[config.mk]
export PLATFORM = sky130hd
export DESIGN_NAME = swhc_front
export DESIGN_NICKNAME = d
export VERILOG_FILES = /design/src/swhc_pkg.sv /design/src/swhc_front.sv
export SDC_FILE = /design/constraint.sdc
export NUM_CORES = 1
export LEC_CHECK = 0
export BUFFER_PORTS_ARGS = -buffer_cell sky130_fd_sc_hd__buf_2
export CAP_MARGIN = 25
export CORE_MARGIN = 3
export CORE_UTILIZATION = 53
export CTS_BUF_LIST = sky130_fd_sc_hd__clkbuf_4 sky130_fd_sc_hd__clkbuf_8 sky130_fd_sc_hd__clkbuf_16
export DETAILED_ROUTE_END_ITERATION = 12
export GPL_ROUTABILITY_DRIVEN = 0
export PLACE_DENSITY = 0.81
export SLEW_MARGIN = 0
export SYNTH_ARGS = -nofsm -noshare
export SYNTH_HDL_FRONTEND = slang
export SYNTH_SLANG_ARGS = --single-unit
[constraint.sdc]
create_clock -name aclk -period 3.4 [get_ports aclk]
set_input_delay 0.68 -clock aclk [delete_from_list [all_inputs] [get_ports aclk]]
set_output_delay 0.68 -clock aclk [all_outputs]
set_load 0.05 [all_outputs]
[src/swhc_pkg.sv]
package swhc_pkg;

    localparam int FIFO_DEPTH   = 512;
    localparam int PTR_W        = $clog2(FIFO_DEPTH);
    localparam int OCC_W        = $clog2(FIFO_DEPTH + 1);
    localparam int TIME_W       = 32;
    localparam int CNT_W        = 16;
    localparam int TOTAL_W      = 25;
    localparam int WIN_W        = 10;
    localparam int QUEUE_DEPTH  = 4;
    localparam int QPTR_W       = $clog2(QUEUE_DEPTH);
    localparam int QCNT_W       = $clog2(QUEUE_DEPTH + 1);

    localparam logic [WIN_W-1:0] WINDOW_RESET = WIN_W'(300);
    localparam logic [WIN_W-1:0] WINDOW_MAX   = WIN_W'(512);
    localparam logic [CNT_W-1:0] COUNT_MAX    = {CNT_W{1'b1}};

    typedef enum logic {
        OP_HIT   = 1'b0,
        OP_QUERY = 1'b1
    } op_t;

    typedef enum logic {
        BK_IDLE,
        BK_RUN
    } back_state_t;

    // one classified request on its way from front to back
    typedef struct packed {
        op_t               op;
        logic [TIME_W-1:0] event_time;
        logic              order_error;
    } job_t;

    function automatic logic [WIN_W-1:0] clamp_window(input logic [WIN_W-1:0] w);
        logic [WIN_W-1:0] r;
        r = w;
        if (w == '0) begin
            r = WIN_W'(1);
        end else if (w > WINDOW_MAX) begin
            r = WINDOW_MAX;
        end
        return r;
    endfunction

endpackage

[src/swhc_front.sv]
module swhc_front (
    input  logic                      aclk,
    input  logic                      aresetn,
    input  logic                      s_tvalid,
    output logic                      s_tready,
    input  logic [swhc_pkg::TIME_W-1:0] s_time,
    input  logic                      s_op,
    output logic                      push_valid,
    input  logic                      push_ready,
    output swhc_pkg::job_t            push_job
);
    import swhc_pkg::*;

    logic [TIME_W-1:0] last_time_reg, last_time_next;
    logic              flag_reg, flag_next;
    logic              late;

    assign s_tready   = push_ready;
    assign push_valid = s_tvalid;
    assign late       = (s_time < last_time_reg);

    always_comb begin
        last_time_next = last_time_reg;
        flag_next      = flag_reg;
        // a time that goes backwards takes the last time seen
        push_job.op          = op_t'(s_op);
        push_job.event_time  = late ? last_time_reg : s_time;
        push_job.order_error = flag_reg | late;
        if (s_tvalid && push_ready) begin
            last_time_next = push_job.event_time;
            flag_next      = push_job.order_error;
        end
    end

    always_ff @(posedge aclk) begin
        if (!aresetn) begin
            last_time_reg <= '0;
            flag_reg      <= 1'b0;
        end else begin
            last_time_reg <= last_time_next;
            flag_reg      <= flag_next;
        end
    end

    a_flag_sticky: assert property (@(posedge aclk) disable iff (!aresetn)
        flag_reg |=> flag_reg)
        else $error("order flag cleared without reset");

endmodule

==> Yosys cells after proc, flatten, opt, wreduce, memory -nomap -nowiden <==
Index checks and enable logic that the tools add are counted.
{ "classes": {"n_lt_le_gt_ge": 1, "muxes": 1, "bitwise": 1, "n_reduce_logical": 1} }
{ "op_table": {"columns": ["op", "count"], "rows": [
  ["32-bit < comparator", 1],
  ["32-bit two-way mux", 1],
  ["1-bit logical AND", 1],
  ["1-bit bitwise OR", 1]
]} }
{ "word_totals": {"register_bits": 33, "input_bits": 37, "output_inout_bits": 36} }

==> Logic depth before layout (Yosys ltp) <==
{ "logic_depth": {"word_depth": 2, "mapped_depth": 10} }

==> Least setup slack after synthesis <==
OpenSTA, ideal clock, no wires.
{ "synth_timing": {"path_kind": "input port to output port", "start": "input port s_time[1] (netlist name)", "end": "output port push_job[21] (netlist name)", "arrival_ns": 2.697, "required_ns": 2.720, "path_slack_ns": 0.023, "cell_stages": 7, "cell_sequence": "ha_1 > a2111oi_2 > a2111oi_0 > o41a_1 > nor2_4 > buf_4 > mux2_1"} }
{ "synth_lines": {"columns": ["item", "line", "rtl"], "rows": [
  ["from (decl)", "swhc_front.sv:6", "input logic [swhc_pkg::TIME_W-1:0] s_time,"],
  ["to (decl)", "swhc_front.sv:10", "output swhc_pkg::job_t push_job"]
]} }

==> flow_summary.yaml <==
global_routing:
  grt_usage_pct: 24.05
  grt-ovfl-total: 0
  grt_max_degree: 66
  grt_pass1_wl_mm: 10.54
  grt_pass1_vias: 2348
  antenna_found_initial: 0
synthesis:
  post_synth_num_cell_types: 28
  syn_inst: 292
  postSynthAreaPerCell_um2: 8.647
  yosysWarnings: 0
  syn-num-nets: 360
  ys_seq_elements: 33
  syn_area_mm2: 0.002525
  yosysSeqAreaShare_pct: 26.16
critical_path:
  crit_arrival_ns: 2.84
  crit_path_start_kind: "primary input"
  crit_required_ns: 2.72
  critPathTopFamily: "compound AO/OA/AOI/OAI gates"
  crit_buf_inv: 4
  cpMostUsedCell: "buf_6"
  r2r_cells: 11
  r2r-end: "last_time_reg[16]$_SDFFE_PN0P_"
  crit_path_end_kind: "output port"
  rrSetupSlack_ns: 0.81
  critPathMaxFanout: 7
  crit_type: "in2out"
  max_stage_delay_ns: 0.35
  worstPathCellList: "buf_2 -> ha_1 -> a21oi_1 -> nand2_1 -> a221oi_2 -> o31ai_2 -> nor2_4 -> buf_6 -> clkbuf_16 -> mux2_2 -> buf_6"
  cpMaxStageDelayCell: "a221oi_2"
  reg2reg_from: "last_time_reg[15]$_SDFFE_PN0P_"
timing:
  layout_setup_ws_ns: -0.1213
  holdWs_ns: 0.4802
  setup_tns_ns: -2.753
  fmax_mhz: 284.0
  hold_viol: 0
  finalCritPeriodShare_pct: 103.6
  slew_violations: 0
  period_minus_slack_ns: 3.521
  clock_skew_ns: 0.005983
  rsz0062_at_grt: "true"
  setup_viol: 33
  max-slew-margin-rel_pct: 76.92
  tightestPinTransition_ns: 0.3441
clock_tree:
  cts.clk_slew.worst_paths_ns: 0.07
  clkLatencyLatePin_ns: 0.29
  cts_root_buffer: "clkbuf_8"
  clkSinkCount: 33
  cts_max_path_buffers: 2
  tritoncts: "done"
  cts_buffers: 5
  h-tree-depth: 2
floorplan:
  die_h_um: 75.02
  initial_core_util_pct: 56.43
  core_area_mm2: 0.004474
  die_x_um: 75.02
  num_rows: 24
  dieArea_mm2: 0.005628
  io_pins: 73
status:
  violations: "setup timing"
  status: "finished with violations"
drt:
  ant_nets: 0
  via_per_inst: 5.672
  vias: 2439
  drc: 0
  drt_first_iter_violations: 145
  post_drt_wl_per_cell_um: 17.91
  drt_wl_total_mm: 7.701
  dr.pass1.iters: 6
cells_and_area:
  drive_gt1_share_pct: 42.33
  multi_input_area_mm2: 0.001936
  nFillCells: 209
  fin_nets: 445
  area_growth_syn_to_layout_pct: 53.17
  insertedDiodeCount: 0
  area.sequential_um2: 661.9
  largest_reg_flops: 32
placement:
  port_buffers: 70
  place_ws_ns: -0.2673
  dpl.hpwl_mm: 4.118
pwr:
  report.power.total_mw: 1.459
  p_leak_nw: 1.667
  cellPowerDensity_mw_per_mm2: 377.3
  ir_drop_v: 0.0002875
min_path:
  min_from: "last_time_reg[8]$_SDFFE_PN0P_"
  hp-class: "reg2reg"
  whs_endpoint: "last_time_reg[8]$_SDFFE_PN0P_"
  worst_hold_path.num_cells: 2
run:
  max-cap-violations: 0
[worst reg2reg max path: cells and delay by family (launching register included)]
| kind | cells | cell delay (ns) |
|---|---|---|
| muxes | 1 | 0.23 |
| DFF | 1 | 0.39 |
| AOI/OAI and AO/OA | 3 | 0.64 |
| adders and majority gates | 1 | 0.27 |
| buffers and inverters | 4 | 0.57 |
| and+or+nand+nor | 2 | 0.41 |
[cell families (layout without fill, tap and decap cells)]
family | count (synthesis) | in the layout | synth area share (%)
adders and majority gates | 31 | 31 | 15.36
DFF | 33 | 33 | 26.16
and+or+nand+nor | 89 | 89 | 15.16
AOI/OAI and AO/OA | 26 | 26 | 6.987
buffers and inverters | 49 | 135 | 9.366
muxes | 64 | 64 | 26.96
[power breakdown]
| group | switching [mW] | total (mW) | internal [mW] |
|---|---|---|---|
| clock | 0.156 | 0.306 | 0.150 |
| combinational | 0.387 | 0.730 | 0.343 |
| sequential | 0.0167 | 0.423 | 0.407 |
[how the worst max path moves through the flow]
stage               start           end  slack, ns  cells past startpoint
6_report       s_time[22]   push_job[6]      -0.12                     11
5_1_grt        s_time[22]   push_job[6]      -0.18                     11
4_1_cts         s_time[1]   push_job[1]      -0.07                     10
3_5_place_dp   s_time[13]  push_job[24]      -0.27                     10
3_3_place_gp   s_time[14]  push_job[24]      -0.18                     10
2_1_floorplan   s_time[1]  push_job[21]       0.02                      7
[placed cells by master, fill, tap and decap left out, types with 6 or more instances in the layout]
master / instances
a21oi_1: 10
buf_6: 10
ha_1: 19
mux2_2: 6
mux2_4: 26
dfxtp_1: 32
nand2_1: 72
inv_1: 32
buf_2: 32
buf_4: 18
mux2i_1: 32
buf_8: 27
ha_4: 11
[synthesized netlist by cell type]
master,instances,area (um2)
nand2_1,72,270.3
mux2_1,4,45.04
a2111oi_0,1,8.760
and4_1,3,26.28
o21ai_0,4,20.02
a221oi_1,2,17.52
buf_6,4,45.04
mux2_2,28,315.3
nand3_1,3,15.01
nor2_4,1,11.26
ha_1,31,387.9
o41a_1,1,11.26
nand2b_1,1,6.260
o21ba_1,1,10.01
nand4_1,5,31.28
o31ai_1,1,7.510
a21oi_1,11,55.05
a41oi_1,1,8.760
a21o_1,2,15.01
dfxtp_1,33,660.6
inv_1,32,120.1
a2111oi_2,1,15.01
nor3_1,2,10.01
mux2i_1,32,320.3
buf_4,6,45.04
o21a_1,1,7.510
or2_2,2,12.51
clkbuf_1,7,26.28
[repair_timing]
item | CTS | global route
setup buffers | 3 | 3
pin swaps | 4 | 8
endpoints found under the hold margin | 0 | 0
resized for setup | 105 | 54
hold buffers | 0 | 0
cloned | 2 | 2
setup endpoints to repair | 33 | 33
[per-layer routing]
metal / global-route usage [%] / share of wire, % / vias up
met1: 29.47 / 39 / 1165
li1: - / - / 1167
met5: 0 / 0 / -
met2: 41.68 / 53 / 85
met3: 4.673 / 4.7 / 22
met4: 8.696 / 2.5 / 0
[layout make-up]
class | count | share of cell area (%)
Multi-Input combinational cell | 210 | 50.05
Timing Repair Buffer | 95 | 25.82
Sequential cell | 33 | 17.11
Inverter | 32 | 3.106
Clock buffer | 6 | 1.973
Tap cell | 52 | 1.682
Clock inverter | 2 | 0.2588
[metrics by stage]
stage	utilization (%)	instance area, um2	std cells
after floorplan	-	2525	292
after global placement	66.30	2967	411
after detailed placement	66.30	2967	411
after CTS	79.92	3576	424
after global routing	86.44	3867	430
final	86.44	3867	430
Power figures use the tool's default switching activity.
