[src/swhc_pkg.sv]
package swhc_pkg;

    localparam int FIFO_DEPTH   = 512;
    localparam int PTR_W        = $clog2(FIFO_DEPTH);
    localparam int OCC_W        = $clog2(FIFO_DEPTH + 1);
    localparam int TIME_W       = 32;
    localparam int CNT_W        = 16;
    localparam int TOTAL_W      = 25;
    localparam int WIN_W        = 10;
    localparam int QUEUE_DEPTH  = 4;
    localparam int QPTR_W       = $clog2(QUEUE_DEPTH);
    localparam int QCNT_W       = $clog2(QUEUE_DEPTH + 1);

    localparam logic [WIN_W-1:0] WINDOW_RESET = WIN_W'(300);
    localparam logic [WIN_W-1:0] WINDOW_MAX   = WIN_W'(512);
    localparam logic [CNT_W-1:0] COUNT_MAX    = {CNT_W{1'b1}};

    typedef enum logic {
        OP_HIT   = 1'b0,
        OP_QUERY = 1'b1
    } op_t;

    typedef enum logic {
        BK_IDLE,
        BK_RUN
    } back_state_t;

    // one classified request on its way from front to back
    typedef struct packed {
        op_t               op;
        logic [TIME_W-1:0] event_time;
        logic              order_error;
    } job_t;

    function automatic logic [WIN_W-1:0] clamp_window(input logic [WIN_W-1:0] w);
        logic [WIN_W-1:0] r;
        r = w;
        if (w == '0) begin
            r = WIN_W'(1);
        end else if (w > WINDOW_MAX) begin
            r = WINDOW_MAX;
        end
        return r;
    endfunction

endpackage

[src/swhc_queue.sv]
module swhc_queue (
    input  logic           aclk,
    input  logic           aresetn,
    input  logic           push_valid,
    output logic           push_ready,
    input  swhc_pkg::job_t push_job,
    output logic           pop_valid,
    input  logic           pop_ready,
    output swhc_pkg::job_t pop_job
);
    import swhc_pkg::*;

    job_t              slot_reg [QUEUE_DEPTH];
    logic [QPTR_W-1:0] wr_ptr_reg, wr_ptr_next;
    logic [QPTR_W-1:0] rd_ptr_reg, rd_ptr_next;
    logic [QCNT_W-1:0] count_reg, count_next;
    logic              do_push, do_pop;

    assign push_ready = (count_reg != QCNT_W'(QUEUE_DEPTH));
    assign pop_valid  = (count_reg != '0);
    assign pop_job    = slot_reg[rd_ptr_reg];
    assign do_push    = push_valid && push_ready;
    assign do_pop     = pop_valid && pop_ready;

    always_comb begin
        wr_ptr_next = do_push ? wr_ptr_reg + QPTR_W'(1) : wr_ptr_reg;
        rd_ptr_next = do_pop  ? rd_ptr_reg + QPTR_W'(1) : rd_ptr_reg;
        count_next  = count_reg;
        if (do_push && !do_pop) begin
            count_next = count_reg + QCNT_W'(1);
        end else if (!do_push && do_pop) begin
            count_next = count_reg - QCNT_W'(1);
        end
    end

    always_ff @(posedge aclk) begin
        if (do_push) begin
            slot_reg[wr_ptr_reg] <= push_job;
        end
    end

    always_ff @(posedge aclk) begin
        if (!aresetn) begin
            wr_ptr_reg <= '0;
            rd_ptr_reg <= '0;
            count_reg  <= '0;
        end else begin
            wr_ptr_reg <= wr_ptr_next;
            rd_ptr_reg <= rd_ptr_next;
            count_reg  <= count_next;
        end
    end

    a_queue_bound: assert property (@(posedge aclk) disable iff (!aresetn)
        count_reg <= QCNT_W'(QUEUE_DEPTH))
        else $error("queue count beyond depth");

endmodule

[config.mk]
export PLATFORM = sky130hd
export DESIGN_NAME = swhc_queue
export DESIGN_NICKNAME = d
export VERILOG_FILES = /design/src/swhc_pkg.sv /design/src/swhc_queue.sv
export SDC_FILE = /design/constraint.sdc
export NUM_CORES = 1
export LEC_CHECK = 0
export ABC_AREA = 1
export BUFFER_PORTS_ARGS = -buffer_cell sky130_fd_sc_hd__buf_4
export CAP_MARGIN = 20
export CELL_PAD_IN_SITES_DETAIL_PLACEMENT = 1
export CELL_PAD_IN_SITES_GLOBAL_PLACEMENT = 1
export CORE_ASPECT_RATIO = 0.8
export CORE_MARGIN = 5
export CORE_UTILIZATION = 45
export CTS_BUF_LIST = sky130_fd_sc_hd__clkbuf_4
export CTS_CLUSTER_SIZE = 16
export DETAILED_ROUTE_END_ITERATION = 16
export GPL_TIMING_DRIVEN = 1
export PLACE_DENSITY = 0.76
export SLEW_MARGIN = 20
export SYNTH_ARGS = -nofsm -noshare
export SYNTH_HDL_FRONTEND = slang
export SYNTH_SLANG_ARGS = --single-unit
[constraint.sdc]
create_clock -name aclk -period 3.3 [get_ports aclk]
set_input_delay 0.165 -clock aclk [delete_from_list [all_inputs] [get_ports aclk]]
set_output_delay 0.165 -clock aclk [all_outputs]
set_load 0.02 [all_outputs]
# Word level (Yosys, flattened, before mapping)
# Memories as Yosys holds them, arrays and structs flattened. A register that Yosys moved wholly into a read port is not among the register bits.
# Index checks and enable logic that the tools add are counted.
# classes
add_sub_neg	4
eq_ne	1
mux	6
n_reduce_logical	8
# ops
cell	count
$mux 3	2
$add 2x1->2 const B	2
$logic_and 1x1->1	4
$mux 2	2
$add 3x1->3 const B	1
$ne 3x3->1 const B	1
$reduce_bool 3->1	1
$sub 3x1->3 const B	1
$logic_not 1->1	2
$mux 1	2
$reduce_bool 2->1	1
# totals
regBits	7
ram_bits	136
inputBits	38
out_inout_bits	36
wordCells	23
mem_count	1
# memory_table
name	words	word_bits	rd	rd_clocked_by_memory_dff	write_ports	line_no	rtl
slot_reg	4	34	1	1	1	swhc_queue.sv:13	job_t slot_reg [QUEUE_DEPTH];

# Depth between registers and ports, before layout
# Gate-level depths: netlist of run 1.
# logic_depth
depth_word	6
mapped_depth	13
ltp_nobuf	13

# Worst setup path before layout of run 1
# OpenSTA, ideal clock, no wires.
# synth_timing
path_type	reg2reg
start	reg count_reg[0]
end	mem slot_reg[0][0] in the netlist's numbering, enable pin
setup_time_ns	0.425
t_arrival_ns	2.228
required_ns	2.875
path_slack_ns	0.647
stages_incl_launch_ff	5
n_path_buf	0
period_less_slack_ns	2.653
cell_sequence	dfxtp_1 -> nor2_1 -> nand2_1 -> nand2_2 -> nor2_1
# synth_via
elab_chain_cells	4
# synth_lines
item	line_no	rtl
start: declaration	swhc_queue.sv:16	logic [QCNT_W-1:0] count_reg, count_next;
start signal: assignment	swhc_queue.sv:50	count_reg <= count_next;
$ne 3x3->1	swhc_queue.sv:19	assign push_ready = (count_reg != QCNT_W'(QUEUE_DEPTH));
net push_ready	swhc_queue.sv:5	output logic push_ready,
$logic_and 1x1->1	swhc_queue.sv:22	assign do_push = push_valid && push_ready;
$mux 1	swhc_queue.sv:37	if (do_push) begin
$mux 1 (implied by the code)	swhc_queue.sv:38	slot_reg[wr_ptr_reg] <= push_job;
end: declaration	swhc_queue.sv:13	
# The timed path passes the listed nets, and every way through them passes these cells.

==> results of run 1 <==
-- cells in the mapped netlist (3+ instances only) --
library cell and count:
ha_1 5, dfxtp_1 9, inv_1 14, nand3_1 4, buf_12 3, nand2_1 14
a21oi_1 3, edfxtp_1 136, nor2_1 62, buf_2 12, o22ai_2 20, o22ai_1 14
o21ai_0 64, nor2_2 20, o21ai_1 5
-- power groups by stage --
stage	Clock [uW]	Combinational (uW)	Sequential, uW
floorplan	0	1090	2330
global placement	0	1560	2380
detailed placement	0	1620	2400
CTS	1190	1660	2360
global route	1270	1780	2380
finish	1160	1660	2350
-- kinds of logic (layout without fill, tap and decap cells) --
group                    count (synthesis)  count (layout)  share of synthesized area, %
flip-flops                             145             145                          74.4
buffers and inverters                   37             165                          4.06
AO/OA/AOI/OAI                          106             106                          12.2
other                                    0               1                             0
AND/OR/NAND/NOR                        102             102                          7.75
XOR/XNOR                                 1               1                         0.153
adder cells (fa/ha/maj)                  6               6                          1.44
-- metrics by stage --
step / hold slack, ps / total power [uW]
finish: 374 / 5170
global route: 317 / 5440
CTS: 319 / 5210
detailed placement: 369 / 4020
global placement: 368 / 3950
floorplan: 264 / 3420
-- path summary, 6_finish.rpt --
path	cells past startpoint	end	from
max reg2reg	13	count_reg[2]$_SDFFE_PN0P_	count_reg[1]$_SDFFE_PN0P_
min	2	slot_reg[0][4]$_DFFE_PP_	push_job[4]
min reg2reg	2	register	rd_ptr_reg[0]$_SDFFE_PN0P_
max	4	pop_job[33]	register
-- critical path, cell delays in order (launching register included) --
cell	delay, ps
dfxtp_2	840
buf_4	440
o21ai_0	160
o22ai_1	270
buf_4	200
-- routing by layer --
metal  part of all wire, %  GRT usage (%)  vias up  wire length (um)
met3                   4.1           4.72       13               553
met1                    44           23.5     1789              6030
met4                   1.4           6.51        0               184
met5                     0              0        -                 0
met2                    50           31.1       87              6800
li1                      -              -     1692                 -
-- cell usage in the layout (no fill, tap or decap) --
| cell | n |
|---|---|
| nor2_1 | 58 |
| clkinv_4 | 1 |
| o22ai_1 | 14 |
| inv_6 | 2 |
| nand3b_1 | 1 |
| o21ai_1 | 5 |
| diode_2 | 1 |
| inv_1 | 14 |
| nand2_1 | 14 |
| xor2_1 | 1 |
| edfxtp_1 | 136 |
| clkinv_1 | 3 |
| fa_1 | 1 |
| clkinv_2 | 5 |
| o21ai_0 | 64 |
| clkbuf_4 | 19 |
| dfxtp_2 | 1 |
| buf_4 | 80 |
| ha_1 | 5 |
| bufinv_16 | 3 |
| nor2_4 | 4 |
| dfxtp_1 | 8 |
| nor2_2 | 20 |
| inv_2 | 1 |
| nand3_1 | 4 |
| nand2_2 | 1 |
| o22ai_2 | 20 |
| a21oi_1 | 3 |
| dlygate4sd3_1 | 37 |
-- layout make-up --
| type | count | area (um2) | share of cell area [%] |
|---|---|---|---|
| Clock buffer | 19 | 143 | 2.02 |
| Inverter | 16 | 65.1 | 0.921 |
| Sequential cell | 145 | 4270 | 60.3 |
| Antenna cell | 1 | 2.50 | 0.0354 |
| Multi-Input combinational cell | 215 | 1260 | 17.9 |
| Tap cell | 171 | 214 | 3.03 |
| Timing Repair Buffer | 117 | 971 | 13.7 |
| Clock inverter | 13 | 144 | 2.04 |
-- repair_timing --
| item | 4_1_cts | 5_1_grt |
|---|---|---|
| endpoints found under the hold margin | 145 | 0 |
| resized for setup | 0 | 0 |
| hold buffers | 37 | 0 |
==> flow_summary.json, run 1 <==
{
  "gr-total-overflow": 0,
  "powerDensity_nw_per_um2": 732,
  "fill_cells": 1216,
  "endpoint_kind": "primary output",
  "grt_max_degree": 69,
  "peakVddDrop_mv": 0.423,
  "syn_nets": 441,
  "cts_made_buffers": 17,
  "placed_area_um2": 6410,
  "p_sw_share_pct": 34.8,
  "r2r_slack_ps": 1100,
  "crit_fanout": 38,
  "grt_pass1_wl_mm": 21.2,
  "initial_core_util_pct": 46.4,
  "grt_usage_pct": 18.6,
  "period_share_pct": 79.7,
  "clockRootBuffer": "clkbuf_4",
  "cts_tree": "yes",
  "via_per_inst": 5.14,
  "skew_ps": 17.2,
  "antenna_found_initial": 1,
  "seqPwrFrac_pct": 45.5,
  "stdcell_count": 697,
  "final_area_um2": 7070,
  "cts_setup_buffers": 0,
  "yosysTopAreaCell": "edfxtp_1",
  "dpl_worst_slack_ps": 1210,
  "syn_area_um2": 5730,
  "grt_pass1_vias": 3887,
  "switchingPower_uw": 1800,
  "synth_area_leaders": "edfxtp_1, o21ai_0, o22ai_2",
  "max_freq_mhz": 380,
  "synth_cell_types": 24,
  "die_height_um": 111,
  "relSlewSlack_pct": 50.2,
  "fin_setup_tns_ps": 0,
  "drv_slew": 0,
  "gp_congestion": 0.776,
  "min_path_type": "input pin to register",
  "combinationalPowerShare_pct": 32.0,
  "vias": 3581,
  "setup_viol": 0,
  "core_area_um2": 12300,
  "fin_ws_ps": 670,
  "post-place-cells": 627,
  "drtIter0Drc": 303,
  "drt-pass1-iter-count": 4,
  "place_hpwl_mm": 8.10,
  "largest_register_ffs": 136,
  "postSynthAreaPerCell_um2": 14.4,
  "synth_seq_area_share_pct": 74.4,
  "portBuffers": 73,
  "clkSinkCount": 145,
  "hold_viol": 0,
  "die_w_um": 136,
  "worstPathRequired_ps": 3130,
  "ys_warn_count": 0,
  "synth-edff-count": 136,
  "arrival_ps": 2470,
  "routedWlPerCell_um": 19.5,
  "final_util_pct": 57.3,
  "synth_ff_type": "edfxtp_1",
  "ys_ff_latch": 145,
  "clk_path_buf_depth": 2,
  "async_flop_share_pct": 0,
  "tightest_slew_ps": 747,
  "clock_latency_ps": 530,
  "layout-drive-gt1-share_pct": 29.9,
  "die_area_um2": 15100,
  "maxCapViolCount": 0,
  "critPathKind": "register to primary output",
  "syn_inst": 397,
  "ios": 74,
  "rows": 36,
  "leakage_uw": 0.00252,
  "cp-start-kind": "register",
  "rsz0062_at_grt": "false",
  "finish.net_count": 556,
  "drt_wl_total_mm": 13.6,
  "status": "finished clean",
  "pwr-share-clk_pct": 22.5,
  "p_int_uw": 3370,
  "area_delta_synth_final_pct": 23.3,
  "synth_top_cell_area_share_pct": 71.3,
  "period_needed_ps": 2630,
  "clk_pin_slew_worst_paths_ps": 130,
  "drc": 0,
  "ant_nets": 0,
  "h-tree-depth": 4
}
Note: power is estimated with default switching activity, not from simulation.
==> inputs of run 2 (changes only) <==
--- a/config.mk
+++ b/config.mk
@@ -17,7 +17,7 @@
 export CTS_CLUSTER_SIZE = 16
 export DETAILED_ROUTE_END_ITERATION = 16
 export GPL_TIMING_DRIVEN = 1
-export PLACE_DENSITY = 0.76
+export PLACE_DENSITY = 0.79
 export SLEW_MARGIN = 20
 export SYNTH_ARGS = -nofsm -noshare
 export SYNTH_HDL_FRONTEND = slang
==> constraint.sdc (replaced) <==
create_clock -name aclk -period 2.3 [get_ports aclk]
set_input_delay 0.115 -clock aclk [delete_from_list [all_inputs] [get_ports aclk]]
set_output_delay 0.115 -clock aclk [all_outputs]
set_load 0.02 [all_outputs]
==> run 2 against run 1 <==
  * Critical path depth did not move
  * First-iteration DRC count fell by 25%
  * Clock power rose by 38%
  * Design area rose by 0.71%
  * Count of clock-buffer cells in the layout fell by 2
  * Critical path type unchanged
  * Non-clock buffer count rose by 2
  * Die area did not move
  * Via count rose by 1.6%
  * Worst setup slack got worse by 500 ps
==> flow_summary.json, run 2 (synthesis gave the netlist of run 1 again) <==
{
  "status": "finished clean",
  "period_needed_ps": 2130,
  "clk_pin_slew_worst_paths_ps": 110,
  "via_per_inst": 5.22,
  "leakage_uw": 0.00253,
  "drt-pass1-iter-count": 4,
  "grt_max_degree": 69,
  "arrival_ps": 2020,
  "clkSinkCount": 145,
  "die_height_um": 111,
  "maxCapViolCount": 0,
  "final_area_um2": 7120,
  "final_cell_mix": "edfxtp_1, buf_4, o21ai_0, nor2_1, dlygate4sd3_1",
  "drv_slew": 0,
  "crit_fanout": 44,
  "drt_wl_total_mm": 13.4,
  "ant_nets": 0,
  "antenna_found_initial": 0,
  "die_area_um2": 15100,
  "whs_path_depth": 2,
  "num_antenna_cells": 0,
  "core_area_um2": 12300,
  "peakVddDrop_mv": 0.622,
  "ios": 74,
  "skew_ps": 17.6,
  "portBuffers": 73,
  "drc": 0,
  "cts_tree": "yes",
  "rows": 36,
  "layout_commonest_cell": "edfxtp_1",
  "cts_made_buffers": 17,
  "tightest_slew_ps": 412,
  "largest_register_ffs": 136,
  "post-place-cells": 629,
  "powerDensity_nw_per_um2": 1040,
  "place_hpwl_mm": 7.62,
  "period_share_pct": 92.7,
  "cts_setup_buffers": 0,
  "hold_viol": 0,
  "total_power_uw": 7380,
  "layout-drive-gt1-share_pct": 30.0,
  "stdcell_count": 697,
  "grt_usage_pct": 17.9,
  "reg2regPathDepth": 13,
  "combinationalPowerShare_pct": 32.8,
  "timing.hold.ws_ps": 342,
  "pwr-share-clk_pct": 21.6,
  "routedWlPerCell_um": 19.2,
  "cp-start-kind": "register",
  "switchingPower_uw": 2540,
  "seqPwrFrac_pct": 45.6,
  "placed_area_um2": 6450,
  "area_delta_synth_final_pct": 24.2,
  "clk_path_buf_depth": 2,
  "vias": 3638,
  "final_util_pct": 57.7,
  "p_int_uw": 4830,
  "die_w_um": 136,
  "rsz0062_at_grt": "false",
  "critPathKind": "register to primary output",
  "grt_pass1_wl_mm": 20.4,
  "max_freq_mhz": 469,
  "grt_pass1_vias": 3960,
  "endpoint_kind": "primary output",
  "drtIter0Drc": 228,
  "relSlewSlack_pct": 72.6,
  "initial_core_util_pct": 46.4,
  "p_sw_share_pct": 34.5,
  "gr-total-overflow": 0,
  "worstPathRequired_ps": 2180,
  "h-tree-depth": 4,
  "setup_viol": 0,
  "min_path_type": "input pin to register",
  "clock_latency_ps": 510,
  "fill_cells": 1242,
  "gp_congestion": 0.721,
  "finish.net_count": 558,
  "clockRootBuffer": "clkbuf_4"
}
## run 2: changes by cell type in the layout (fill, tap and decap cells not counted), sizes merged
| cell | previous run | this run |
|---|---|---|
| clkbuf | 19 | 17 |
| clkinvlp | 0 | 1 |
| buf | 80 | 82 |
| diode | 1 | 0 |
| inv | 17 | 16 |
| clkinv | 9 | 10 |
## run 2: layer usage
metal  GRT usage (%)  vias to the layer above  routed length (um)
met2            31.3                       80                6980
met1            21.7                     1858                5720
li1                -                     1691                   -
met3            4.76                        9                 561
met5               0                        -                   0
met4            4.97                        0                  91
## run 2: what timing repair did
item                                    CTS  global route
resized for setup                         4             3
hold buffers                             37             0
endpoints found under the setup margin   25             2
endpoints found under the hold margin   145             0
## run 2: critical path: stages, from the launching register on
cell and delay [ps]:
dfxtp_4 590, buf_8 320, o21ai_0 190, o22ai_2 220, buf_4 180
## run 2: layout make-up
type | count | area (um2) | share of cell area, %
clock buffer | 17 | 128 | 1.79
clock inverter | 14 | 148 | 2.07
inverter | 16 | 78.8 | 1.11
multi-input combinational | 215 | 1260 | 17.8
sequential | 145 | 4270 | 60.0
tap | 171 | 214 | 3.01
timing repair buffer | 119 | 1020 | 14.3
## run 2: stage by stage
stage | worst slack [ps] | setup TNS (ps)
after floorplan | -353 | -48060
after global placement | 355 | 0
after detailed placement | 198 | 0
after CTS | 65.0 | 0
after global routing | 4.22 | 0
final | 168 | 0
## run 2: power groups by stage
stage                     logic [uW]  registers [uW]  clock network [uW]
final                           2420            3360                1600
after global placement          2310            3390                   0
after floorplan                 1560            3350                   0
after global routing            2620            3390                1760
after detailed placement        2370            3410                   0
after CTS                       2450            3360                1640
## run 2: final timing paths
kind / from / to / slack [ps]
worst min-delay path: push_job[24] / slot_reg[2][24]$_DFFE_PP_ / 340
worst max-delay path: register / pop_job[11] / 170
worst min register to register: rd_ptr_reg[0]$_SDFFE_PN0P_ / rd_ptr_reg[0]$_SDFFE_PN0P_ / 530
worst max register to register: count_reg[0]$_SDFFE_PN0P_ / count_reg[2]$_SDFFE_PN0P_ / 180
